[config.mk]
export PLATFORM = sky130hd
export DESIGN_NAME = bundle_primary_and_block_parser_top
export DESIGN_NICKNAME = d
export VERILOG_FILES = /design/src/design/bpbp_pkg.sv /design/src/design/bundle_primary_and_block_parser_top.sv
export SDC_FILE = /design/constraint.sdc
export NUM_CORES = 1
export LEC_CHECK = 0
export BUFFER_PORTS_ARGS = -buffer_cell sky130_fd_sc_hd__clkbuf_2
export CAP_MARGIN = 25
export CORE_ASPECT_RATIO = 0.7
export CORE_MARGIN = 2
export CORE_UTILIZATION = 50
export CTS_BUF_LIST = sky130_fd_sc_hd__clkbuf_2 sky130_fd_sc_hd__clkbuf_4 sky130_fd_sc_hd__clkbuf_8
export DETAILED_ROUTE_END_ITERATION = 6
export HOLD_SLACK_MARGIN = 0.03
export PLACE_DENSITY = 0.78
export SYNTH_ARGS = -nofsm -noshare
export SYNTH_HDL_FRONTEND = slang
export SYNTH_SLANG_ARGS = --single-unit
[constraint.sdc]
create_clock -name clk -period 7.2 [get_ports clk]
set_clock_uncertainty 0.15 [all_clocks]
set_input_delay 0 -clock clk [delete_from_list [all_inputs] [get_ports clk]]
set_output_delay 0 -clock clk [all_outputs]
set_load 0.05 [all_outputs]
[src/design/bpbp_pkg.sv]
// Package for the bundle primary and block parser.
// Holds the parse positions, field kinds, status codes and the result word type.
// No dependencies.
package bpbp_pkg;

    // Default width of the SDNV value accumulator
    localparam int VALUE_BITS_DEF = 32;

    localparam logic [7:0] VERSION_BYTE = 8'h06;

    // Parse position within the bundle
    typedef enum logic [4:0] {
        POS_VERSION   = 5'd0,
        POS_FLAGS     = 5'd1,
        POS_PLEN      = 5'd2,
        POS_DST_NODE  = 5'd3,
        POS_DST_SRV   = 5'd4,
        POS_SRC_NODE  = 5'd5,
        POS_SRC_SRV   = 5'd6,
        POS_RPT_NODE  = 5'd7,
        POS_RPT_SRV   = 5'd8,
        POS_CUST_NODE = 5'd9,
        POS_CUST_SRV  = 5'd10,
        POS_TIME      = 5'd11,
        POS_SEQ       = 5'd12,
        POS_LIFE      = 5'd13,
        POS_DICT      = 5'd14,
        POS_FRAG_OFF  = 5'd15,
        POS_ADU_LEN   = 5'd16,
        POS_BTYPE     = 5'd17,
        POS_BFLAGS    = 5'd18,
        POS_BLEN      = 5'd19,
        POS_PAYLOAD   = 5'd20,
        POS_SINK      = 5'd21
    } pos_t;

    // Field kinds (primary fields use position minus one)
    localparam logic [4:0] KIND_BLK_TYPE  = 5'd16;
    localparam logic [4:0] KIND_BLK_FLAGS = 5'd17;
    localparam logic [4:0] KIND_BLK_LEN   = 5'd18;
    localparam logic [4:0] KIND_PAYLOAD   = 5'd19;
    localparam logic [4:0] KIND_STATUS    = 5'd20;

    // Parse status codes
    localparam logic [2:0] ST_OK         = 3'd0;
    localparam logic [2:0] ST_BAD_VER    = 3'd1;
    localparam logic [2:0] ST_DICT_NZ    = 3'd2;
    localparam logic [2:0] ST_LEN_MISM   = 3'd3;
    localparam logic [2:0] ST_TRUNCATED  = 3'd4;
    localparam logic [2:0] ST_SDNV_OVF   = 3'd5;

    // One result word
    typedef struct packed {
        logic [4:0]  kind;
        logic [31:0] value;
        logic [7:0]  block;
        logic [2:0]  status;
        logic        done;
    } result_t;

endpackage

[src/design/bundle_primary_and_block_parser_top.sv]
// Top level of the bundle primary and block parser.
// Uses bpbp_pkg for positions, kinds, status codes and the result word.

// Parses a serialized bundle at one byte per clock. Each accepted byte updates the
// parse state in the same cycle and, when it completes a field, writes one result
// word into the output register. A second result register catches a word while the
// output is stalled; in_stall rises only when both are full, so bytes flow at one
// per cycle whenever the consumer keeps up. The byte marked last always yields one
// word with bundle_done set and returns the parser to its reset state. After an error
// the parser drops bytes silently until the last byte, which reports the latched status.
module bundle_primary_and_block_parser_top #(
    parameter int VALUE_BITS = bpbp_pkg::VALUE_BITS_DEF
) (
    input  logic        clk,
    input  logic        rst_n,
    input  logic        in_valid,
    output logic        in_stall,
    input  logic [7:0]  in_byte,
    input  logic        in_last,
    output logic        out_valid,
    input  logic        out_stall,
    output logic [4:0]  field_kind,
    output logic [31:0] field_value,
    output logic [7:0]  block_number,
    output logic [2:0]  parse_status,
    output logic        bundle_done
);

    localparam int CMP_W = (VALUE_BITS > 32) ? VALUE_BITS : 32;

    // Parse state
    bpbp_pkg::pos_t          pos_reg, pos_next, pos_step;
    logic [VALUE_BITS-1:0]   acc_reg, acc_next;
    logic                    ovf_reg, ovf_next;
    logic [31:0]             cnt_reg, cnt_next;
    logic [VALUE_BITS-1:0]   plen_reg, plen_next;
    logic                    frag_reg, frag_next;
    logic [VALUE_BITS-1:0]   rem_reg, rem_next;
    logic [7:0]              blk_reg, blk_next;
    logic                    err_reg, err_next, err_step;
    logic [2:0]              code_reg, code_next, code_step;

    // Output buffer
    bpbp_pkg::result_t       out_reg, out_next, skid_reg, skid_next;
    logic                    out_valid_reg, out_valid_next;
    logic                    skid_valid_reg, skid_valid_next;

    // Step decode
    logic                    accept;
    logic                    sdnv_done;
    logic                    ovf_bit;
    logic [VALUE_BITS-1:0]   acc_new;
    logic                    v_ovf;
    logic [31:0]             cnt_inc;
    logic                    len_match;
    logic [VALUE_BITS-1:0]   rem_dec;
    logic [7:0]              blk_inc;

    // Result of this byte
    logic                    emit;
    logic [4:0]              res_kind;
    logic [CMP_W-1:0]        res_val;
    logic [2:0]              res_status;
    logic                    res_valid;
    bpbp_pkg::result_t       res;

    assign accept   = in_valid && !in_stall;
    assign in_stall = skid_valid_reg;

    // Decode one SDNV byte and the shared counters
    always_comb
    begin
        ovf_bit   = (acc_reg[VALUE_BITS-1:VALUE_BITS-7] != 7'd0);
        acc_new   = {acc_reg[VALUE_BITS-8:0], in_byte[6:0]};
        sdnv_done = !in_byte[7];
        v_ovf     = ovf_reg || ovf_bit;
        cnt_inc   = ((pos_reg >= bpbp_pkg::POS_DST_NODE) && (cnt_reg != '1))
                    ? cnt_reg + 32'd1 : cnt_reg;
        len_match = (CMP_W'(cnt_inc) == CMP_W'(plen_reg));
        rem_dec   = (rem_reg != '0) ? rem_reg - VALUE_BITS'(1) : rem_reg;
        blk_inc   = (blk_reg != 8'hFF) ? blk_reg + 8'd1 : blk_reg;
    end

    // Next parse state
    always_comb
    begin
        pos_step  = pos_reg;
        acc_next  = acc_reg;
        ovf_next  = ovf_reg;
        cnt_next  = cnt_reg;
        plen_next = plen_reg;
        frag_next = frag_reg;
        rem_next  = rem_reg;
        blk_next  = blk_reg;
        err_step  = err_reg;
        code_step = code_reg;

        unique case (pos_reg)
            bpbp_pkg::POS_VERSION:
            begin
                if (in_byte != bpbp_pkg::VERSION_BYTE)
                begin
                    err_step  = 1'b1;
                    code_step = bpbp_pkg::ST_BAD_VER;
                    pos_step  = bpbp_pkg::POS_SINK;
                end
                else
                begin
                    pos_step = bpbp_pkg::POS_FLAGS;
                end
            end
            bpbp_pkg::POS_FLAGS, bpbp_pkg::POS_PLEN, bpbp_pkg::POS_DST_NODE,
            bpbp_pkg::POS_DST_SRV, bpbp_pkg::POS_SRC_NODE, bpbp_pkg::POS_SRC_SRV,
            bpbp_pkg::POS_RPT_NODE, bpbp_pkg::POS_RPT_SRV, bpbp_pkg::POS_CUST_NODE,
            bpbp_pkg::POS_CUST_SRV, bpbp_pkg::POS_TIME, bpbp_pkg::POS_SEQ,
            bpbp_pkg::POS_LIFE, bpbp_pkg::POS_DICT, bpbp_pkg::POS_FRAG_OFF,
            bpbp_pkg::POS_ADU_LEN:
            begin
                cnt_next = cnt_inc;
                acc_next = acc_new;
                ovf_next = v_ovf;
                if (sdnv_done)
                begin
                    acc_next = '0;
                    ovf_next = 1'b0;
                    if (v_ovf)
                    begin
                        err_step  = 1'b1;
                        code_step = bpbp_pkg::ST_SDNV_OVF;
                        pos_step  = bpbp_pkg::POS_SINK;
                    end
                    else if (pos_reg == bpbp_pkg::POS_FLAGS)
                    begin
                        frag_next = acc_new[0];
                        pos_step  = bpbp_pkg::POS_PLEN;
                    end
                    else if (pos_reg == bpbp_pkg::POS_PLEN)
                    begin
                        plen_next = acc_new;
                        cnt_next  = '0;
                        pos_step  = bpbp_pkg::POS_DST_NODE;
                    end
                    else if (pos_reg == bpbp_pkg::POS_DICT && acc_new != '0)
                    begin
                        err_step  = 1'b1;
                        code_step = bpbp_pkg::ST_DICT_NZ;
                        pos_step  = bpbp_pkg::POS_SINK;
                    end
                    else if ((pos_reg == bpbp_pkg::POS_DICT && !frag_reg) ||
                             pos_reg == bpbp_pkg::POS_ADU_LEN)
                    begin
                        if (!len_match)
                        begin
                            err_step  = 1'b1;
                            code_step = bpbp_pkg::ST_LEN_MISM;
                            pos_step  = bpbp_pkg::POS_SINK;
                        end
                        else
                        begin
                            pos_step = bpbp_pkg::POS_BTYPE;
                        end
                    end
                    else
                    begin
                        pos_step = bpbp_pkg::pos_t'(pos_reg + 5'd1);
                    end
                end
            end
            bpbp_pkg::POS_BTYPE:
            begin
                if (!in_last)
                begin
                    acc_next = '0;
                    ovf_next = 1'b0;
                    pos_step = bpbp_pkg::POS_BFLAGS;
                end
            end
            bpbp_pkg::POS_BFLAGS, bpbp_pkg::POS_BLEN:
            begin
                acc_next = acc_new;
                ovf_next = v_ovf;
                if (sdnv_done)
                begin
                    acc_next = '0;
                    ovf_next = 1'b0;
                    if (v_ovf)
                    begin
                        err_step  = 1'b1;
                        code_step = bpbp_pkg::ST_SDNV_OVF;
                        pos_step  = bpbp_pkg::POS_SINK;
                    end
                    else if (pos_reg == bpbp_pkg::POS_BFLAGS)
                    begin
                        pos_step = bpbp_pkg::POS_BLEN;
                    end
                    else if (acc_new == '0)
                    begin
                        blk_next = blk_inc;
                        pos_step = bpbp_pkg::POS_BTYPE;
                    end
                    else
                    begin
                        rem_next = acc_new;
                        pos_step = bpbp_pkg::POS_PAYLOAD;
                    end
                end
            end
            bpbp_pkg::POS_PAYLOAD:
            begin
                rem_next = rem_dec;
                if (rem_dec == '0)
                begin
                    blk_next = blk_inc;
                    pos_step = bpbp_pkg::POS_BTYPE;
                end
            end
            default:
            begin
                // sink: drop bytes until the last one
            end
        endcase

        pos_next  = pos_step;
        err_next  = err_step;
        code_next = code_step;

        // Return to reset state after the final byte
        if (in_last)
        begin
            pos_next  = bpbp_pkg::POS_VERSION;
            acc_next  = '0;
            ovf_next  = 1'b0;
            cnt_next  = '0;
            plen_next = '0;
            frag_next = 1'b0;
            rem_next  = '0;
            blk_next  = '0;
            err_next  = 1'b0;
            code_next = bpbp_pkg::ST_OK;
        end
    end

    // Result word for this byte
    always_comb
    begin
        emit     = 1'b0;
        res_kind = bpbp_pkg::KIND_STATUS;
        res_val  = '0;

        unique case (pos_reg)
            bpbp_pkg::POS_VERSION:
            begin
                if (in_byte != bpbp_pkg::VERSION_BYTE)
                begin
                    emit    = 1'b1;
                    res_val = CMP_W'(in_byte);
                end
            end
            bpbp_pkg::POS_FLAGS, bpbp_pkg::POS_PLEN, bpbp_pkg::POS_DST_NODE,
            bpbp_pkg::POS_DST_SRV, bpbp_pkg::POS_SRC_NODE, bpbp_pkg::POS_SRC_SRV,
            bpbp_pkg::POS_RPT_NODE, bpbp_pkg::POS_RPT_SRV, bpbp_pkg::POS_CUST_NODE,
            bpbp_pkg::POS_CUST_SRV, bpbp_pkg::POS_TIME, bpbp_pkg::POS_SEQ,
            bpbp_pkg::POS_LIFE, bpbp_pkg::POS_DICT, bpbp_pkg::POS_FRAG_OFF,
            bpbp_pkg::POS_ADU_LEN:
            begin
                if (sdnv_done)
                begin
                    emit     = 1'b1;
                    res_kind = pos_reg - 5'd1;
                    res_val  = CMP_W'(acc_new);
                end
            end
            bpbp_pkg::POS_BTYPE:
            begin
                if (!in_last)
                begin
                    emit     = 1'b1;
                    res_kind = bpbp_pkg::KIND_BLK_TYPE;
                    res_val  = CMP_W'(in_byte);
                end
            end
            bpbp_pkg::POS_BFLAGS, bpbp_pkg::POS_BLEN:
            begin
                if (sdnv_done)
                begin
                    emit     = 1'b1;
                    res_kind = (pos_reg == bpbp_pkg::POS_BFLAGS)
                               ? bpbp_pkg::KIND_BLK_FLAGS : bpbp_pkg::KIND_BLK_LEN;
                    res_val  = CMP_W'(acc_new);
                end
            end
            bpbp_pkg::POS_PAYLOAD:
            begin
                emit     = 1'b1;
                res_kind = bpbp_pkg::KIND_PAYLOAD;
                res_val  = CMP_W'(in_byte);
            end
            default:
            begin
                emit = 1'b0;
            end
        endcase

        // Latched error wins; a final byte outside a block boundary is truncation
        if (err_step)
            res_status = code_step;
        else if (in_last && pos_step != bpbp_pkg::POS_BTYPE)
            res_status = bpbp_pkg::ST_TRUNCATED;
        else
            res_status = bpbp_pkg::ST_OK;

        res_valid  = accept && (emit || in_last);
        res.kind   = res_kind;
        res.value  = res_val[31:0];
        res.block  = blk_reg;
        res.status = res_status;
        res.done   = in_last;
    end

    // Output register with a skid word behind it
    always_comb
    begin
        out_next        = out_reg;
        out_valid_next  = out_valid_reg;
        skid_next       = skid_reg;
        skid_valid_next = skid_valid_reg;

        if (!out_valid_reg || !out_stall)
        begin
            if (skid_valid_reg)
            begin
                out_next        = skid_reg;
                out_valid_next  = 1'b1;
                skid_valid_next = 1'b0;
            end
            else
            begin
                out_next       = res;
                out_valid_next = res_valid;
            end
        end
        else if (res_valid)
        begin
            skid_next       = res;
            skid_valid_next = 1'b1;
        end
    end

    // Hold parse control state
    always_ff @(posedge clk or negedge rst_n)
    begin
        if (!rst_n)
        begin
            pos_reg        <= bpbp_pkg::POS_VERSION;
            acc_reg        <= '0;
            ovf_reg        <= 1'b0;
            cnt_reg        <= '0;
            plen_reg       <= '0;
            frag_reg       <= 1'b0;
            rem_reg        <= '0;
            blk_reg        <= '0;
            err_reg        <= 1'b0;
            code_reg       <= bpbp_pkg::ST_OK;
            out_valid_reg  <= 1'b0;
            skid_valid_reg <= 1'b0;
        end
        else
        begin
            if (accept)
            begin
                pos_reg  <= pos_next;
                acc_reg  <= acc_next;
                ovf_reg  <= ovf_next;
                cnt_reg  <= cnt_next;
                plen_reg <= plen_next;
                frag_reg <= frag_next;
                rem_reg  <= rem_next;
                blk_reg  <= blk_next;
                err_reg  <= err_next;
                code_reg <= code_next;
            end
            out_valid_reg  <= out_valid_next;
            skid_valid_reg <= skid_valid_next;
        end
    end

    // Result words carry no reset
    always_ff @(posedge clk)
    begin
        out_reg  <= out_next;
        skid_reg <= skid_next;
    end

    assign out_valid    = out_valid_reg;
    assign field_kind   = out_reg.kind;
    assign field_value  = out_reg.value;
    assign block_number = out_reg.block;
    assign parse_status = out_reg.status;
    assign bundle_done  = out_reg.done;

    // The skid word only fills behind a held output word
    assert property (@(posedge clk) disable iff (!rst_n)
        skid_valid_reg |-> out_valid_reg)
        else $error("skid word valid without output word");

    // A final byte always returns the parser to the version byte
    assert property (@(posedge clk) disable iff (!rst_n)
        (accept && in_last) |=> (pos_reg == bpbp_pkg::POS_VERSION))
        else $error("parser not reset after final byte");

    // A latched error parks the parser in the sink
    assert property (@(posedge clk) disable iff (!rst_n)
        err_reg |-> (pos_reg == bpbp_pkg::POS_SINK))
        else $error("error latched outside sink");

    // No extension block is counted before the version byte
    assert property (@(posedge clk) disable iff (!rst_n)
        (pos_reg == bpbp_pkg::POS_VERSION) |-> (blk_reg == 8'd0))
        else $error("block counter nonzero at bundle start");

    // A final byte always produces a word, so an accepted final byte fills a slot
    assert property (@(posedge clk) disable iff (!rst_n)
        (accept && in_last) |=> out_valid_reg)
        else $error("final byte yielded no result");

endmodule

Word level (Yosys, flattened, before mapping)
Cells that the tools add are included.
W data, S select, Z words.
{"block": "op_classes", "n_addsub": 5, "mul": 0, "div": 0, "n_lt_le_gt_ge": 1, "n_eq_ne": 34, "n_shift": 0, "muxes": 98, "n_bitwise": 1, "reduce_logical": 36}
{"op": "$mux W32", "n": 22}
{"op": "$pmux W32 S2", "n": 2}
{"op": "$pmux W32 S4", "n": 1}
{"op": "$mux W8", "n": 9}
{"op": "$logic_not A32 Y1", "n": 2}
{"op": "$reduce_bool A32 Y1", "n": 2}
{"op": "$mux W5", "n": 12}
{"op": "$mux W3", "n": 19}
{"op": "$mux W49", "n": 1}
{"op": "$eq A5 B4 Y1 const B", "n": 8}
{"op": "$add A32 B1 Y32 const B", "n": 1}
{"op": "$eq A32 B32 Y1", "n": 1}
{"op": "$ne A32 B32 Y1 const B", "n": 1}
{"op": "$sub A32 B1 Y32 const B", "n": 1}
{"op": "$eq A5 B5 Y1 const B", "n": 5}
{"op": "$pmux W5 S5", "n": 1}
{"op": "$mux W1", "n": 24}
{"op": "$eq A5 B3 Y1 const B", "n": 4}
{"op": "$pmux W5 S4", "n": 1}
{"op": "$ne A3 B3 Y1 const B", "n": 6}
{"op": "$reduce_or A18 Y1", "n": 1}
{"op": "$pmux W8 S2", "n": 1}
{"op": "$reduce_or A16 Y1", "n": 1}
{"op": "$reduce_and A6 Y1", "n": 2}
{"op": "28 further kinds", "n": 47}
{"block": "word_totals", "register_bits": 247, "latch_bits": 0, "ram_bits": 0, "romBits": 0, "in_bits": 13, "output_inout_bits": 51, "elab_cells": 197, "n_memories": 0}

Logic depth before layout (Yosys ltp)
{"block": "logic_depth", "depth_word": 17, "depth_mapped": 16, "depth_no_buf": 13}

Worst setup path after synthesis
OpenSTA, ideal clock, no wires.
{"block": "synth_timing", "kind": "reg-to-reg", "from": "register pos_reg[0]", "to": "register skid_reg[0] (netlist name), enable pin", "arrival_time_ps": 5910, "slack_ps": 613, "stages_incl_launch_ff": 12, "path_cell_list": "dfrtp_1 ha_1 clkbuf_1 a21boi_0 o22ai_1 a21o_1 and2_1 clkbuf_1 a21oi_1 or3_1 or2_2 nor3b_1"}
{"block": "synth_via", "elab_chain_cells": 6, "word_cells_on_any_way": 26, "classes_between": "eq/ne: 20; mux: 1; reduce/logical: 5"}
{"item": "start: declaration", "line": "bundle_primary_and_block_parser_top.sv:32", "text": "bpbp_pkg::pos_t pos_reg, pos_next, pos_step;"}
{"item": "start signal: assignment", "line": "bundle_primary_and_block_parser_top.sv:354", "text": "pos_reg <= bpbp_pkg::POS_VERSION;"}
{"item": "start signal: assignment", "line": "bundle_primary_and_block_parser_top.sv:371", "text": "pos_reg <= pos_next;"}
{"item": "$eq A5 B1 Y1, or another cell as far along", "line": "bundle_primary_and_block_parser_top.sv:250", "text": "unique case (pos_reg)"}
{"item": "$reduce_or A18 Y1 (no line)"}
{"item": "$pmux W1 S4 *", "line": "bundle_primary_and_block_parser_top.sv:250"}
{"item": "$logic_or A1 B1 Y1 *", "line": "bundle_primary_and_block_parser_top.sv:312", "text": "res_valid = accept && (emit || in_last);"}
{"item": "$logic_and A1 B1 Y1 *", "line": "bundle_primary_and_block_parser_top.sv:312"}
{"item": "$reduce_and A2 Y1 (no line) *"}
{"item": "end signal: assignment", "line": "bundle_primary_and_block_parser_top.sv:391", "text": "skid_reg <= skid_next;"}
{"item": "end: declaration", "line": "bundle_primary_and_block_parser_top.sv:44", "text": "bpbp_pkg::result_t out_reg, out_next, skid_reg, skid_next;"}
Every way passes the cells marked *; elsewhere a longest branch is shown, timed or not.
A chain may end at the register's enable or synchronous reset.

Worst setup path in the final report
{"block": "layout_timing", "from": "register cnt_reg[9]", "to": "register out_reg (netlist bit parse_status[2]) (data pin)"}
{"block": "layout_via", "elab_chain_cells": 17, "word_cells_on_any_way": 34, "classes_between": "add/sub: 1; eq/ne: 3; mux: 28; reduce/logical: 2"}
{"item": "start: declaration", "line": "bundle_primary_and_block_parser_top.sv:35", "text": "logic [31:0] cnt_reg, cnt_next;"}
{"item": "start signal: assignment", "line": "bundle_primary_and_block_parser_top.sv:374", "text": "cnt_reg <= cnt_next;"}
{"item": "branches (longest 2 deep; another with $add A32 B1 Y32)"}
{"item": "$mux W32 *", "line": "bundle_primary_and_block_parser_top.sv:78", "text": "? cnt_reg + 32'd1 : cnt_reg;"}
{"item": "$eq A32 B32 Y1 *", "line": "bundle_primary_and_block_parser_top.sv:79", "text": "len_match = (CMP_W'(cnt_inc) == CMP_W'(plen_reg));"}
{"item": "$mux W3", "line": "bundle_primary_and_block_parser_top.sv:152", "text": "if (!len_match)"}
{"item": "$mux W5", "line": "bundle_primary_and_block_parser_top.sv:149", "text": "else if ((pos_reg == bpbp_pkg::POS_DICT && !frag_reg) ||"}
{"item": "$mux W5", "line": "bundle_primary_and_block_parser_top.sv:143", "text": "else if (pos_reg == bpbp_pkg::POS_DICT && acc_new != '0)"}
{"item": "$mux W5", "line": "bundle_primary_and_block_parser_top.sv:137", "text": "else if (pos_reg == bpbp_pkg::POS_PLEN)"}
{"item": "$mux W5", "line": "bundle_primary_and_block_parser_top.sv:132", "text": "else if (pos_reg == bpbp_pkg::POS_FLAGS)"}
{"item": "$mux W5", "line": "bundle_primary_and_block_parser_top.sv:126", "text": "if (v_ovf)"}
{"item": "$mux W5", "line": "bundle_primary_and_block_parser_top.sv:122", "text": "if (sdnv_done)"}
{"item": "$pmux W5 S5", "line": "bundle_primary_and_block_parser_top.sv:98", "text": "unique case (pos_reg)"}
{"item": "$ne A5 B5 Y1", "line": "bundle_primary_and_block_parser_top.sv:307", "text": "else if (in_last && pos_step != bpbp_pkg::POS_BTYPE)"}
{"item": "$logic_and A1 B1 Y1", "line": "bundle_primary_and_block_parser_top.sv:307"}
{"item": "$mux W3", "line": "bundle_primary_and_block_parser_top.sv:307"}
{"item": "$mux W3 *", "line": "bundle_primary_and_block_parser_top.sv:305", "text": "if (err_step)"}
{"item": "named net res_status[2]", "line": "bundle_primary_and_block_parser_top.sv:63", "text": "logic [2:0] res_status;"}
{"item": "$mux W49 *", "line": "bundle_primary_and_block_parser_top.sv:330", "text": "if (skid_valid_reg)"}
{"item": "end signal: assignment", "line": "bundle_primary_and_block_parser_top.sv:390", "text": "out_reg <= out_next;"}
{"item": "end: declaration", "line": "bundle_primary_and_block_parser_top.sv:44"}
Mark *: on every way through the listed nets, which the timed path passes.

==> results_dict.tcl <==
set metrics [dict create \
    status "complete, no violations" \
    r2r_end "parse_status[2]" \
    post-cts-setup-buffers 0 \
    holdPathEnd "in_stall" \
    regToRegSetupSlack_ns 2.51 \
    max_freq_mhz 213 \
    place_ws_ns 2.70 \
    clk_pin_slew_ns 0.06 \
    ir_drop_uv 195 \
    post-dp-hpwl_mm 29.5 \
    cp_data_required_time_ns 7.36 \
    fill_cells 2374 \
    start_kind "flop" \
    drv_slew 0 \
    gp_congestion 0.987 \
    postCtsResizedCells 0 \
    clock_sinks 247 \
    drive_above_1_share_pct 15.5 \
    vias_per_cell 6.40 \
    nets 1503 \
    multi_input_area_mm2 0.00675 \
    final_cell_area_mm2 0.0155 \
    min-delay-start "in_valid" \
    power_density_mw_per_mm2 355 \
    cts-hold-fix-buffers 20 \
    grt_start_max_net_pins 83 \
    arrival_ns 4.85 \
    core-area_mm2 0.0270 \
    areaGrowthSynthToFinish_pct 11.8 \
    path_max_fanout 14 \
    die_x_um 203 \
    insertion_delay_ns 0.59 \
    regArea_mm2 0.00667 \
    hp-class "input pin to flop" \
    tns_ns 0 \
    track_usage_pct 29.5 \
    worstSetupPathType "flop to flop" \
    rsz0062_at_grt "no" \
    setup-violations-final 0 \
    die_height_um 143 \
    synth_cells 1433 \
    overflow 0 \
    worst-slew-pin-transition_ns 1.01 \
    synthArstFlopShare_pct 60.3 \
    wl_per_cell_um 22.8 \
    seq_area_frac_synth_pct 48.2 \
    htreeDepth 2 \
    clockBufferDepth 3 \
    grt_pass1_vias 11231 \
    grt_pass1_wl_mm 66.3 \
    power.leakage_nw 6.24 \
    synth-edff-count 98 \
    dr.pass1.iters 5 \
    crit_path_end_kind "flop" \
    cts_tree "yes" \
    start_util_pct 51.4 \
    r2r_cells 11 \
    timing.final.ws_setup_ns 2.51 \
    placed_cell_area_mm2 0.0144 \
    post-route-util_pct 57.4 \
    synth.ff_latch_count 247 \
    drt_iter0_markers 1410 \
    relSlewSlack_pct 31.1 \
    place.port_buffers 63 \
    via_count 12027 \
    largest_register_ffs 49 \
    period_needed_ns 4.69 \
    layout.cells.non_filler 1879 \
    synth_area_mm2 0.0138 \
    routed_wl_mm 42.9 \
    period_share_pct 65.1 \
    hold_depth 4 \
    drc 0 \
    synth_cell_types 85 \
    drv_cap 0 \
    io_pins 64 \
    synthFlopType "dfrtp_1" \
    finalHoldViolations 0 \
    synthesis.nets 1454 \
    avgSynthCellArea_um2 9.66 \
    ant_nets 0 \
    reg2reg_from "cnt_reg[9]" \
    placedCellCount 1784 \
    cts_root_buf "clkbuf_8" \
    die_area_mm2 0.0291 \
    cts_buffers 39 \
    rows 50 \
    yosysWarnings 0 \
    antenna_found_initial 0 \
]
-- cells in the final DEF, fill, tap and decap left out, types with 47 or more instances in the layout --
cell type	count
nand2_1	124
nor2_1	117
mux2_2	47
a21oi_1	75
clkbuf_2	62
edfxtp_1	98
o21ai_0	158
dfrtp_1	149
-- where the power goes --
group	internal [mW]	switching, mW	total [mW]
Sequential	1.76	0.223	1.98
Clock	0.710	0.594	1.30
Combinational	0.663	1.55	2.21
-- synth_stat cells (all sizes together), types with 40 or more instances --
cell | count | area [um2]
mux2 | 48 | 544
nor3 | 43 | 264
o21ai | 161 | 806
clkbuf | 74 | 278
a21oi | 76 | 384
nand2 | 125 | 469
nor2 | 118 | 443
edfxtp | 98 | 2940
dfrtp | 149 | 3730
nand3 | 47 | 258
nand2b | 44 | 275
nor4 | 40 | 293
-- logic make-up after synthesis --
family,count (synthesis),share of synthesized area [%]
and+or+nand+nor,564,21.9
AOI/OAI and AO/OA,403,18.5
muxes,55,4.44
buffers and inverters,108,3.22
xor gates and xnor gates,48,3.04
DFF,247,48.2
adders and majority gates,8,0.723
-- worst max-delay path, stage by stage (launching register included) --
cell and delay [ns]:
dfrtp_1 0.61, nand4_1 0.36, or4_4 0.62, nor3_2 0.72, nor2_1 0.30, xnor2_1 0.27, o311a_1 0.22, nand4_1 0.19
nor3_1 0.26, or2_0 0.33, o22ai_2 0.15, mux2_4 0.26
-- worst max path at each step --
| stage | start | to | depth (start not counted) |
|---|---|---|---|
| after floorplan | pos_reg[0] | skid_reg[0] | 11 |
| after global placement | cnt_reg[9] | parse_status[2] | 11 |
| after detailed placement | rem_reg[0] | parse_status[2] | 13 |
| after CTS | pos_reg[0] | parse_status[2] | 12 |
| after global routing | pos_reg[0] | parse_status[2] | 12 |
| final | cnt_reg[9] | parse_status[2] | 11 |
-- metal layers --
metal  GRT usage (%)  part of all wire (%)  up-vias
met2            41.4                    42      609
met3            7.76                    10       76
li1                -                     -     5451
met4            9.30                   2.4        0
met1            44.1                    45     5891
met5               0                     0        -
-- layout make-up --
class / instances / area share [%]
repair buffers: 102 / 4.56
diodes: 2 / 0.0323
clock inverters: 14 / 0.833
well taps: 364 / 2.94
multi-input cells: 1078 / 43.6
clock buffers: 58 / 4.59
flip-flops and latches: 247 / 43.1
inverters: 14 / 0.340
-- metrics by stage --
stage | total power, mW | hold WS [ns]
after floorplan | 3.54 | -0.446
after global placement | 4.15 | -0.0381
after detailed placement | 4.16 | -0.0120
after CTS | 5.48 | 0.125
after global routing | 5.78 | 0.200
final | 5.50 | 0.168
Power figures use the tool's default switching activity.
